[config.mk]
export PLATFORM = sky130hd
export DESIGN_NAME = zero_byte_packer_crc16
export DESIGN_NICKNAME = d
export VERILOG_FILES = /design/src/zbp_pkg.sv /design/src/zbp_front.sv /design/src/zbp_fifo.sv /design/src/zbp_back.sv /design/src/zero_byte_packer_crc16.sv
export VERILOG_INCLUDE_DIRS = /design/src /design/src/src
export SDC_FILE = /design/constraint.sdc
export NUM_CORES = 1
export LEC_CHECK = 0
export BUFFER_PORTS_ARGS = -buffer_cell sky130_fd_sc_hd__clkbuf_2
export CAP_MARGIN = 0
export CORE_ASPECT_RATIO = 0.5
export CORE_UTILIZATION = 60
export CTS_BUF_LIST = sky130_fd_sc_hd__clkbuf_8
export CTS_CLUSTER_SIZE = 28
export DETAILED_ROUTE_END_ITERATION = 8
export GPL_TIMING_DRIVEN = 0
export PLACE_DENSITY = 0.77
export SLEW_MARGIN = 20
export SYNTH_ARGS = -nofsm -noshare
export SYNTH_HDL_FRONTEND = slang
export SYNTH_SLANG_ARGS = --single-unit
[constraint.sdc]
create_clock -name clk_i -period 8.85 [get_ports clk_i]
set_input_delay 0.4425 -clock clk_i [delete_from_list [all_inputs] [get_ports clk_i]]
set_output_delay 0.4425 -clock clk_i [all_outputs]
set_load 0.1 [all_outputs]
[src/zero_byte_packer_crc16_defines.svh]
// assertion macros for the zero byte packer
// expects clk_i and rst_ni in the scope of each use
`ifndef ZERO_BYTE_PACKER_CRC16_DEFINES_SVH
`define ZERO_BYTE_PACKER_CRC16_DEFINES_SVH

// property that must hold at every clock edge out of reset
`define ZBP_ASSERT(lbl, prop, msg) \
  lbl: assert property (@(posedge clk_i) disable iff (!rst_ni) (prop)) else $error(msg);

// condition that must never be seen out of reset
`define ZBP_ASSERT_NEVER(lbl, cond, msg) \
  lbl: assert property (@(posedge clk_i) disable iff (!rst_ni) !(cond)) else $error(msg);

`endif

[src/zbp_pkg.sv]
// shared types, constants and the crc step for the zero byte packer
// no dependencies
package zbp_pkg;

  localparam int unsigned GROUP_SIZE  = 8;
  localparam int unsigned GRP_IDX_W   = $clog2(GROUP_SIZE);
  localparam int unsigned QUEUE_DEPTH = 2;
  localparam logic [15:0] CRC_POLY    = 16'h1021;
  localparam logic [15:0] CRC_TOP     = 16'h8000;

  // one finished group handed from front to back
  typedef struct packed {
    logic [GROUP_SIZE-1:0][7:0] bytes;
    logic [GROUP_SIZE-1:0]      mask;
    logic                       last;
  } group_t;

  // crc-16 xmodem over one byte, msb first
  function automatic logic [15:0] crc_byte(logic [15:0] crc, logic [7:0] b);
    logic [15:0] c;
    c = crc ^ {b, 8'h00};
    for (int i = 0; i < 8; i++) begin
      if ((c & CRC_TOP) != 16'h0000) begin
        c = (c << 1) ^ CRC_POLY;
      end else begin
        c = c << 1;
      end
    end
    return c;
  endfunction

endpackage

[src/zbp_front.sv]
// front end: collects input bytes into groups and builds the nonzero mask
// depends on zbp_pkg
module zbp_front (
  input  logic            clk_i,
  input  logic            rst_ni,
  input  logic            in_valid_i,
  output logic            in_ready_o,
  input  logic [7:0]      in_byte_i,
  input  logic            in_last_i,
  output logic            push_o,
  output zbp_pkg::group_t push_data_o,
  input  logic            full_i
);

  logic [zbp_pkg::GRP_IDX_W-1:0]  pos_q, pos_d;
  logic [zbp_pkg::GROUP_SIZE-1:0] mask_q, mask_d, mask_new;
  logic [7:0]                     store_q [zbp_pkg::GROUP_SIZE];
  logic                           accept;
  logic                           group_done;

  assign in_ready_o = !full_i;
  assign accept     = in_valid_i && in_ready_o;

  // mask including the byte now arriving
  always_comb begin
    mask_new = mask_q;
    if (in_byte_i != 8'h00) begin
      mask_new[pos_q] = 1'b1;
    end
  end

  assign group_done = in_last_i ||
                      (pos_q == zbp_pkg::GRP_IDX_W'(zbp_pkg::GROUP_SIZE - 1));
  assign push_o     = accept && group_done;

  // group handed on, with the arriving byte in place
  always_comb begin
    for (int k = 0; k < zbp_pkg::GROUP_SIZE; k++) begin
      push_data_o.bytes[k] = store_q[k];
    end
    push_data_o.bytes[pos_q] = in_byte_i;
    push_data_o.mask         = mask_new;
    push_data_o.last         = in_last_i;
  end

  // fill position and mask
  always_comb begin
    pos_d  = pos_q;
    mask_d = mask_q;
    if (accept) begin
      if (group_done) begin
        pos_d  = '0;
        mask_d = '0;
      end else begin
        pos_d  = pos_q + 1'b1;
        mask_d = mask_new;
      end
    end
  end

  always_ff @(posedge clk_i or negedge rst_ni) begin
    if (!rst_ni) begin
      pos_q  <= '0;
      mask_q <= '0;
    end else begin
      pos_q  <= pos_d;
      mask_q <= mask_d;
    end
  end

  // byte store, no reset needed
  always_ff @(posedge clk_i) begin
    if (accept) begin
      store_q[pos_q] <= in_byte_i;
    end
  end

endmodule

[src/zbp_fifo.sv]
// short queue of finished groups between front and back
// depends on zbp_pkg and the assertion macro header
`include "zero_byte_packer_crc16_defines.svh"

module zbp_fifo #(
  parameter int unsigned DEPTH = zbp_pkg::QUEUE_DEPTH
) (
  input  logic            clk_i,
  input  logic            rst_ni,
  input  logic            push_i,
  input  zbp_pkg::group_t push_data_i,
  output logic            full_o,
  input  logic            pop_i,
  output zbp_pkg::group_t rd_data_o,
  output logic            empty_o
);

  localparam int unsigned PTR_W = (DEPTH > 1) ? $clog2(DEPTH) : 1;
  localparam int unsigned CNT_W = $clog2(DEPTH + 1);

  zbp_pkg::group_t  mem_q [DEPTH];
  logic [PTR_W-1:0] wr_ptr_q, rd_ptr_q;
  logic [CNT_W-1:0] count_q;
  logic             do_push, do_pop;

  assign full_o    = (count_q == CNT_W'(DEPTH));
  assign empty_o   = (count_q == '0);
  assign do_push   = push_i && !full_o;
  assign do_pop    = pop_i && !empty_o;
  assign rd_data_o = mem_q[rd_ptr_q];

  // pointers and fill count
  always_ff @(posedge clk_i or negedge rst_ni) begin
    if (!rst_ni) begin
      wr_ptr_q <= '0;
      rd_ptr_q <= '0;
      count_q  <= '0;
    end else begin
      if (do_push) begin
        wr_ptr_q <= (wr_ptr_q == PTR_W'(DEPTH - 1)) ? '0 : wr_ptr_q + 1'b1;
      end
      if (do_pop) begin
        rd_ptr_q <= (rd_ptr_q == PTR_W'(DEPTH - 1)) ? '0 : rd_ptr_q + 1'b1;
      end
      if (do_push && !do_pop) begin
        count_q <= count_q + 1'b1;
      end else if (do_pop && !do_push) begin
        count_q <= count_q - 1'b1;
      end
    end
  end

  // entry storage
  always_ff @(posedge clk_i) begin
    if (do_push) begin
      mem_q[wr_ptr_q] <= push_data_i;
    end
  end

  // checks
  `ZBP_ASSERT_NEVER(a_no_overflow, push_i && full_o, "group pushed into full queue")
  `ZBP_ASSERT_NEVER(a_no_underflow, pop_i && empty_o, "group popped from empty queue")
  `ZBP_ASSERT(a_count_bound, count_q <= CNT_W'(DEPTH), "queue count beyond depth")

endmodule

[src/zbp_back.sv]
// back end: emits mask and nonzero bytes of each group, keeps the crc
// depends on zbp_pkg and the assertion macro header
`include "zero_byte_packer_crc16_defines.svh"

module zbp_back (
  input  logic            clk_i,
  input  logic            rst_ni,
  input  logic            empty_i,
  input  zbp_pkg::group_t rd_data_i,
  output logic            pop_o,
  output logic            out_valid_o,
  input  logic            out_ready_i,
  output logic [7:0]      out_byte_o,
  output logic [15:0]     out_crc_o,
  output logic            out_mask_o,
  output logic            out_last_o
);

  typedef enum logic [2:0] {
    S_IDLE = 3'b001,
    S_MASK = 3'b010,
    S_DATA = 3'b100
  } back_state_e;

  back_state_e                    state_q, state_d;
  zbp_pkg::group_t                grp_q, grp_d;
  logic [zbp_pkg::GROUP_SIZE-1:0] rem_q, rem_d;
  logic [15:0]                    crc_q, crc_next;
  logic [zbp_pkg::GRP_IDX_W-1:0]  sel;
  logic                           out_free;
  logic                           emit, emit_mask, emit_end;
  logic [7:0]                     emit_byte;
  logic                           valid_q;
  logic [7:0]                     byte_q;
  logic [15:0]                    crc_out_q;
  logic                           mask_q, last_q;

  assign out_free = !valid_q || out_ready_i;

  // lowest remaining nonzero position
  always_comb begin
    sel = '0;
    for (int k = zbp_pkg::GROUP_SIZE - 1; k >= 0; k--) begin
      if (rem_q[k]) begin
        sel = zbp_pkg::GRP_IDX_W'(k);
      end
    end
  end

  // sequencer over one group
  always_comb begin
    state_d   = state_q;
    grp_d     = grp_q;
    rem_d     = rem_q;
    pop_o     = 1'b0;
    emit      = 1'b0;
    emit_mask = 1'b0;
    emit_end  = 1'b0;
    emit_byte = '0;
    case (state_q)
      S_IDLE: begin
        if (!empty_i) begin
          pop_o   = 1'b1;
          grp_d   = rd_data_i;
          rem_d   = rd_data_i.mask;
          state_d = S_MASK;
        end
      end
      S_MASK: begin
        if (out_free) begin
          emit      = 1'b1;
          emit_mask = 1'b1;
          emit_byte = grp_q.mask;
          if (rem_q == '0) begin
            emit_end = grp_q.last;
            state_d  = S_IDLE;
          end else begin
            state_d  = S_DATA;
          end
        end
      end
      S_DATA: begin
        if (out_free) begin
          emit       = 1'b1;
          emit_byte  = grp_q.bytes[sel];
          rem_d[sel] = 1'b0;
          if (rem_d == '0) begin
            emit_end = grp_q.last;
            state_d  = S_IDLE;
          end
        end
      end
      default: begin
        state_d = S_IDLE;
      end
    endcase
  end

  assign crc_next = zbp_pkg::crc_byte(crc_q, emit_byte);

  // control state and running crc
  always_ff @(posedge clk_i or negedge rst_ni) begin
    if (!rst_ni) begin
      state_q <= S_IDLE;
      rem_q   <= '0;
      crc_q   <= '0;
      valid_q <= 1'b0;
    end else begin
      state_q <= state_d;
      rem_q   <= rem_d;
      if (emit) begin
        crc_q <= emit_end ? 16'h0000 : crc_next;
      end
      if (emit) begin
        valid_q <= 1'b1;
      end else if (out_ready_i) begin
        valid_q <= 1'b0;
      end
    end
  end

  // group held for emission and output register payload
  always_ff @(posedge clk_i) begin
    grp_q <= grp_d;
    if (emit) begin
      byte_q    <= emit_byte;
      crc_out_q <= crc_next;
      mask_q    <= emit_mask;
      last_q    <= emit_end;
    end
  end

  assign out_valid_o = valid_q;
  assign out_byte_o  = byte_q;
  assign out_crc_o   = crc_out_q;
  assign out_mask_o  = mask_q;
  assign out_last_o  = last_q;

  // checks
  `ZBP_ASSERT(a_crc_clears, emit && emit_end |=> crc_q == 16'h0000, "crc not cleared after message")
  `ZBP_ASSERT(a_data_nonzero, emit && !emit_mask |-> emit_byte != 8'h00, "zero data byte emitted")
  `ZBP_ASSERT_NEVER(a_pop_busy, pop_o && (state_q != S_IDLE), "group fetched while busy")

endmodule

[src/zero_byte_packer_crc16.sv]
// top level of the zero byte packer with crc-16 xmodem
// depends on zbp_pkg, zbp_front, zbp_fifo and zbp_back
//
// channel   dir  tdata                              tuser    tlast
// s_axis    in   [7:0] data_byte                    -        final_byte
// m_axis    out  [7:0] packed_byte, [23:8] crc_value is_mask end_of_message
//
// the front takes one byte per cycle while the group queue has room.
// for each group the back spends a fetch step, then one output beat for the
// mask and one for each nonzero byte; it fetches a new group only when done.
// the back serializer sets the sustained rate; a stalled output holds the
// back while the front keeps filling the queue. reset clears control only.
module zero_byte_packer_crc16 #(
  parameter int unsigned QUEUE_DEPTH = zbp_pkg::QUEUE_DEPTH
) (
  input  logic        clk_i,
  input  logic        rst_ni,
  input  logic        s_axis_tvalid,
  output logic        s_axis_tready,
  input  logic [7:0]  s_axis_tdata,   // [7:0] data_byte
  input  logic        s_axis_tlast,   // final_byte
  output logic        m_axis_tvalid,
  input  logic        m_axis_tready,
  output logic [23:0] m_axis_tdata,   // [7:0] packed_byte, [23:8] crc_value
  output logic        m_axis_tuser,   // [0] is_mask
  output logic        m_axis_tlast    // end_of_message
);

  zbp_pkg::group_t push_data, rd_data;
  logic            push, full, pop, empty;
  logic [7:0]      out_byte;
  logic [15:0]     out_crc;

  zbp_front u_front (
    .clk_i       (clk_i),
    .rst_ni      (rst_ni),
    .in_valid_i  (s_axis_tvalid),
    .in_ready_o  (s_axis_tready),
    .in_byte_i   (s_axis_tdata),
    .in_last_i   (s_axis_tlast),
    .push_o      (push),
    .push_data_o (push_data),
    .full_i      (full)
  );

  zbp_fifo #(
    .DEPTH (QUEUE_DEPTH)
  ) u_fifo (
    .clk_i       (clk_i),
    .rst_ni      (rst_ni),
    .push_i      (push),
    .push_data_i (push_data),
    .full_o      (full),
    .pop_i       (pop),
    .rd_data_o   (rd_data),
    .empty_o     (empty)
  );

  zbp_back u_back (
    .clk_i       (clk_i),
    .rst_ni      (rst_ni),
    .empty_i     (empty),
    .rd_data_i   (rd_data),
    .pop_o       (pop),
    .out_valid_o (m_axis_tvalid),
    .out_ready_i (m_axis_tready),
    .out_byte_o  (out_byte),
    .out_crc_o   (out_crc),
    .out_mask_o  (m_axis_tuser),
    .out_last_o  (m_axis_tlast)
  );

  assign m_axis_tdata = {out_crc, out_byte};

endmodule

# Word level (Yosys, flattened, before mapping)
# Memory sizes are Yosys's and may differ from the RTL's.
# Cells that the tools add are included.
# classes
mul	0
n_eq_ne	9
n_lt_le_gt_ge	4
n_addsub	5
shifts	0
n_reduce_logical	26
div_mod_pow	0
mux	60
bitwise_logic	13
# op_table
operator	n
$mux 13	8
$bwmux 64	1
$mux 8	8
$mux 3	14
$pmux 8 s2	2
$bmux 8 s3	1
$demux 8 s3	1
$not 3->3	8
$mux 1	18
$logic_not 8->1	2
$mux 16	1
$xor 16x16->16	1
$pmux 3 s3	1
$and 8x8->8	1
$logic_and 1x1->1	8
$lt 3x4->1 const B	2
$not 8->8	1
$or 8x8->8	1
$reduce_bool 8->1	1
$demux 1 s3	2
$eq 3x3->1 const B	2
$ge 3x1->1 const B	2
$ne 2x1->1 const B	3
$reduce_bool 2->1	3
other kinds (18)	25
# word_totals
mem_bits_ro	0
output_inout_bits	28
in_bits	13
memories	2
ramBits	210
latch_bits	0
word_cells	142
register_bits	142
# memory_table
memory	words	width	rd	rd_ports_with_merged_regs	write_ports	line_no	text
u_fifo.mem_q	2	73	1	0	1	zbp_fifo.sv:21	zbp_pkg::group_t mem_q [DEPTH];
u_front.store_q	8	8	8	0	1	zbp_front.sv:17	logic [7:0] store_q [zbp_pkg::GROUP_SIZE];

# Logic depth before layout (Yosys ltp)
# logic_depth
ltp_word	30
depth_mapped	11
mapped_depth_nobuf	8

# Cells and area by module
# From an unflattened synthesis, not the netlist that was laid out.
# unflattened
hier_cells	842
area_unflattened_um2	14533.9
# modules_own_cells
module	n_inst	cells_each	seq_area_each_um2	area_each_um2
zbp_fifo	1	246	4484.3	5711.7
zbp_back	1	380	3674.8	5429.0
zbp_front	1	216	2197.1	3393.3

# Worst setup path after synthesis
# OpenSTA, ideal clock, no wires.
# synth_timing
kind	register -> register
start	reg u_fifo.count_q[0]
end	mem u_fifo.mem_q[0][0] in the netlist's numbering, enable pin
slack_ns	1.364
required_time_ns	8.256
setup_time_ns	0.594
path_buffers	1
period_less_slack_ns	7.486
t_arrival_ns	6.893
stages_incl_launch_ff	5
cell_sequence	dfrtp_1 > nand2b_1 > clkbuf_1 > nand2_1 > nor3_1
# synth_via
elab_chain_len	7
# synth_rtl
element	line_no	text
from (decl)	zbp_fifo.sv:23	logic [CNT_W-1:0] count_q;
from (signal assigned)	zbp_fifo.sv:46	count_q <= count_q + 1'b1;
from (signal assigned)	zbp_fifo.sv:48	count_q <= count_q - 1'b1;
$eq 2x2->1 *	zbp_fifo.sv:26	assign full_o = (count_q == CNT_W'(DEPTH));
$logic_not 1->1 *	zbp_front.sv:21	assign in_ready_o = !full_i;
named net s_axis_tready	zero_byte_packer_crc16.sv:19	output logic s_axis_tready,
$logic_and 1x1->1	zbp_front.sv:22	assign accept = in_valid_i && in_ready_o;
$logic_and 1x1->1	zbp_front.sv:34	assign push_o = accept && group_done;
$logic_and 1x1->1 *	zbp_fifo.sv:28	assign do_push = push_i && !full_o;
$mux 1 *	zbp_fifo.sv:55	if (do_push) begin
$mux 1 (implied by the code) *	zbp_fifo.sv:56	mem_q[wr_ptr_q] <= push_data_i;
to (decl)	zbp_fifo.sv:21	
# The timed path passes the listed nets; every way through them passes the cells marked *.

# Worst setup path in the final report
# layout_timing
start	reg u_back.rem_q[2] in the netlist's numbering
end	reg u_back.crc_q[13]
# layout_via
elab_chain_len	14
word_cells_on_any_way	28
cone_classes	order compare: 2; mux: 19; bitwise: 4; reduce/logical: 3
# layout_rtl
element	line_no	text
from (decl)	zbp_back.sv:27	logic [zbp_pkg::GROUP_SIZE-1:0] rem_q, rem_d;
from (signal assigned)	zbp_back.sv:110	rem_q <= rem_d;
$mux 3 * (3 in a row)	zbp_back.sv:44	if (rem_q[k]) begin
$bmux 8 s3 *	zbp_back.sv:85	emit_byte = grp_q.bytes[sel];
$mux 8 (implied by the code) *	zbp_back.sv:85	
$mux 8 *	zbp_back.sv:83	if (out_free) begin
$pmux 8 s2 *	zbp_back.sv:60	case (state_q)
$xor 16x16->16 *	zbp_pkg.sv:21	c = crc ^ {b, 8'h00};
$mux 13 (2 in a row)	zbp_pkg.sv:23	if ((c & CRC_TOP) != 16'h0000) begin
$not 3->3 (no source line)	-	
$mux 13 * (2 in a row)	zbp_pkg.sv:23	
named net u_back.crc_next[13]	zbp_back.sv:28	logic [15:0] crc_q, crc_next;
$mux 16 *	zbp_back.sv:112	crc_q <= emit_end ? 16'h0000 : crc_next;
to (signal assigned)	zbp_back.sv:112	
to (decl)	zbp_back.sv:28	
# The timed path passes the listed nets; every way through them passes the cells marked *. The select of a mux whose other input is x is not followed.
# A chain may end at the register's enable or synchronous reset.

==> results.py <==
metrics = {
    "clocking": {
        "clockBufferDepth": 3,
        "cts_buffers": 47,
        "clkSinkCount": 352,
        "worstSkewPairLatency_ps": 590,
        "tritoncts": "yes",
        "cts-resized-gates": 0,
        "path_clk_slew_ps": 80,
        "cts-root-buf": "clkbuf_8",
        "htree_num_levels": 2,
    },
    "logic_synthesis": {
        "synth_area_leader_cell": "edfxtp_1",
        "synthTopCellsByArea": "edfxtp_1 (64%), mux2_2 (8.9%), dfrtp_1 (7.3%), nand2_1 (3.0%), nor2_1 (1.1%)",
        "ys_ff_latch": 352,
        "syn_area_per_cell_um2": 15.2,
        "synth_cell_type_count": 74,
        "syn_nets": 967,
        "synth_edf_count": 309,
        "synth_warnings": 0,
        "synth_flop_cell": "edfxtp_1",
        "synth_area_um2": 14400,
        "ys_seq_area_share_pct": 71.7,
        "synth_cells": 951,
        "yosysTopAreaCellShare_pct": 64.2,
        "async_flop_share_pct": 12.2,
    },
    "final_layout": {
        "layout-drive-gt1-share_pct": 23.2,
        "diodes": 0,
        "ff_latch_area_um2": 10400,
        "n_fill_cell": 1540,
        "nets": 1069,
        "syn2layout_area_growth_pct": 10.7,
        "fin_cells": 1393,
        "multi_input_area_um2": 3810,
    },
    "worst_setup_path": {
        "rrSetupSlack_ps": 4860,
        "startpoint_type": "flop",
        "worstReg2RegEnd": "u_back.crc_q[13]",
        "rr_worst_depth": 9,
        "crit_required_ps": 9310,
        "end_kind": "flop",
        "crit_arrival_ps": 4450,
        "worstReg2RegStart": "u_back.rem_q[2]",
        "crit_fanout": 10,
        "critPathKind": "flop to flop",
    },
    "route": {
        "drtPass1Iterations": 6,
        "top_layer_used": "met4",
        "dr_wl_met3_um": 3210,
        "detail_route.vias_per_cell": 6.02,
        "wl_per_cell_um": 23.3,
        "drtAntennaViolNets": 0,
        "vias": 8391,
        "dr_wl_met2_um": 13600,
        "drt-initial-drc-count": 1186,
        "drt-met1-wl_um": 15100,
        "drc": 0,
        "routed_wl_um": 32400,
    },
    "sta": {
        "period_share_pct": 45.1,
        "slew_headroom_pct": 27.4,
        "grt_setup_unrepaired": "no",
        "finalClockSkew_ps": 20.3,
        "drv_slew": 0,
        "max_freq_ghz": 0.251,
        "worstMarginPinSlew_ps": 1060,
        "period_needed_ps": 3990,
        "hold_violations": 0,
        "setup_viol": 0,
    },
    "placed_design": {
        "placed_cells": 1310,
        "numPortBuffers": 40,
        "hpwlAfterDp_um": 22900,
        "place_congestion": 0.929,
    },
    "floorplan": {
        "die_width_um": 221,
        "coreArea_um2": 23200,
        "rows": 39,
        "dieArea_um2": 24700,
        "start_util_pct": 62.2,
        "die_y_um": 112,
        "ios": 41,
    },
    "global_route": {
        "grt-ovfl-total": 0,
        "antenna_found_initial": 0,
        "grt_usage_pct": 27.2,
        "grt_max_degree": 50,
        "grt_pass1_vias": 8002,
        "grt_pass1_wl_um": 48800,
    },
    "hold_path": {
        "hold-path-endpoint": "u_fifo.mem_q[1][0]",
        "worstHoldStart": "s_axis_tlast",
        "hold-path-cell-count": 1,
        "min-delay-path-class": "primary input to flop",
    },
    "pwr": {
        "finalPower_uw": 6080,
        "ir_drop_uv": 223,
        "power.density_nw_per_um2": 380,
        "leakagePower_uw": 0.00591,
    },
    "run": {
        "drv_cap": 0,
    },
    "status": {
        "status": "complete, no violations",
    },
}
==> flip-flops by register name (all words and copies together) (netlist names), 2 cells and up <==
signal / cells
u_fifo.mem_q: 146
u_back.grp_q: 73
u_front.store_q: 64
u_back.crc_q: 16
u_back.out_crc_o: 16
u_back.out_byte_o: 8
u_back.rem_q: 8
u_front.mask_q: 8
u_back.state_q: 3
u_front.pos_q: 3
u_fifo.count_q: 2
==> cells in the final DEF (no fill, tap or decap), types with 7 or more instances in the layout <==
cell type  netlist  layout
a21oi_1         23      23
a22o_1          12      12
nand3_1         13      13
buf_4            1       9
nor2_1          42      42
and2_1          11      10
nor2b_1          8       8
edfxtp_1       309     309
mux2i_1          7       7
clkbuf_1        36      35
clkbuf_2         0      39
dfrtp_1         42      42
clkbuf_8         0      47
nand4_1          8       8
nor3_1          18      16
inv_1           29      48
mux2_2         114     114
xnor2_1         12      12
nand2_1        114     114
clkinv_1         0       8
o211ai_1         8       8
and3_1           9       9
o21ai_0         19      19
==> synth_stat cells (6+ instances only) <==
master    count
a22o_1       12
and3_1        9
and2_1       11
dfrtp_1      42
nand2_1     114
inv_1        29
nor3b_1       6
nand4_1       8
o21ai_1       6
nand3_1      13
mux2i_1       7
buf_2         6
nor3_1       18
clkbuf_1     36
edfxtp_1    309
xnor3_1       6
mux2_2      114
xnor2_1      12
nor2b_1       8
o211ai_1      8
nor2_1       42
o21ai_0      19
a21oi_1      23
==> per-layer routing <==
| layer | vias up | track usage, % |
|---|---|---|
| met1 | 4173 | 42.6 |
| met2 | 406 | 38.6 |
| met3 | 38 | 6.39 |
| met5 | - | 0 |
| li1 | 3774 | - |
| met4 | 0 | 6.57 |
==> where the power goes <==
| part | switching, µW | internal [µW] | total (µW) |
|---|---|---|---|
| registers | 162 | 2440 | 2600 |
| logic | 1610 | 787 | 2390 |
| clock network | 592 | 499 | 1090 |
==> worst max-delay path, cell delays in order (launching register included) <==
cell	delay [ps]
dfrtp_1	440
clkbuf_1	390
a211o_1	150
clkbuf_1	410
mux2_1	360
a2111oi_0	940
o2bb2ai_1	250
xnor2_1	410
xnor3_1	310
a22o_1	190
==> worst max-delay path by stage <==
stage | from | to | cells after the start
6_report | u_back.rem_q[2] | u_back.crc_q[13] | 9
5_1_grt | u_back.rem_q[5] | u_back.crc_q[13] | 10
4_1_cts | u_back.rem_q[2] | u_back.crc_q[13] | 9
3_5_place_dp | u_back.rem_q[2] | u_back.crc_q[13] | 9
3_3_place_gp | u_fifo.count_q[0] | u_fifo.mem_q[0][11] | 4
2_1_floorplan | u_fifo.count_q[0] | u_fifo.mem_q[0][0] | 4
==> repair_timing <==
action,4_1_cts,5_1_grt
hold buffers,1,0
hold endpoints to repair,42,0
buffers inserted,0,0
endpoints found under the setup margin,0,0
==> kinds of logic (layout without fill, tap and decap cells) <==
kind of cell | after synthesis | in the layout | share of synthesized area (%)
adders and majority gates | 4 | 4 | 0.329
xor gates and xnor gates | 23 | 23 | 2.02
and+or+nand+nor | 257 | 257 | 8.52
buffers and inverters | 74 | 209 | 2.05
AOI/OAI and AO/OA | 119 | 119 | 5.95
muxes | 122 | 122 | 9.45
DFF | 352 | 352 | 71.7
==> metrics by stage <==
| step | setup slack (ps) | setup TNS (ps) | hold WS (ps) | area [µm²] | util [%] |
|---|---|---|---|---|---|
| detailed placement | 4930 | 0 | 480 | 15200 | 65.4 |
| global placement | -1060 | -76940 | 472 | 15000 | 64.7 |
| floorplan | 1360 | 0 | 147 | 14400 | - |
| global route | 4740 | 0 | 163 | 16000 | 68.9 |
| CTS | 4910 | 0 | 154 | 16000 | 68.9 |
| finish | 4860 | 0 | 191 | 16000 | 68.9 |
==> cell type report <==
class,instances,share of cell area (%)
flip-flops and latches,352,64.8
multi-input cells,525,23.8
clock buffers,47,4.04
well taps,307,2.40
repair buffers,53,2.14
plain buffers,44,1.17
clock inverters,35,0.978
inverters,30,0.704
Note: power is estimated with default switching activity, not from simulation.
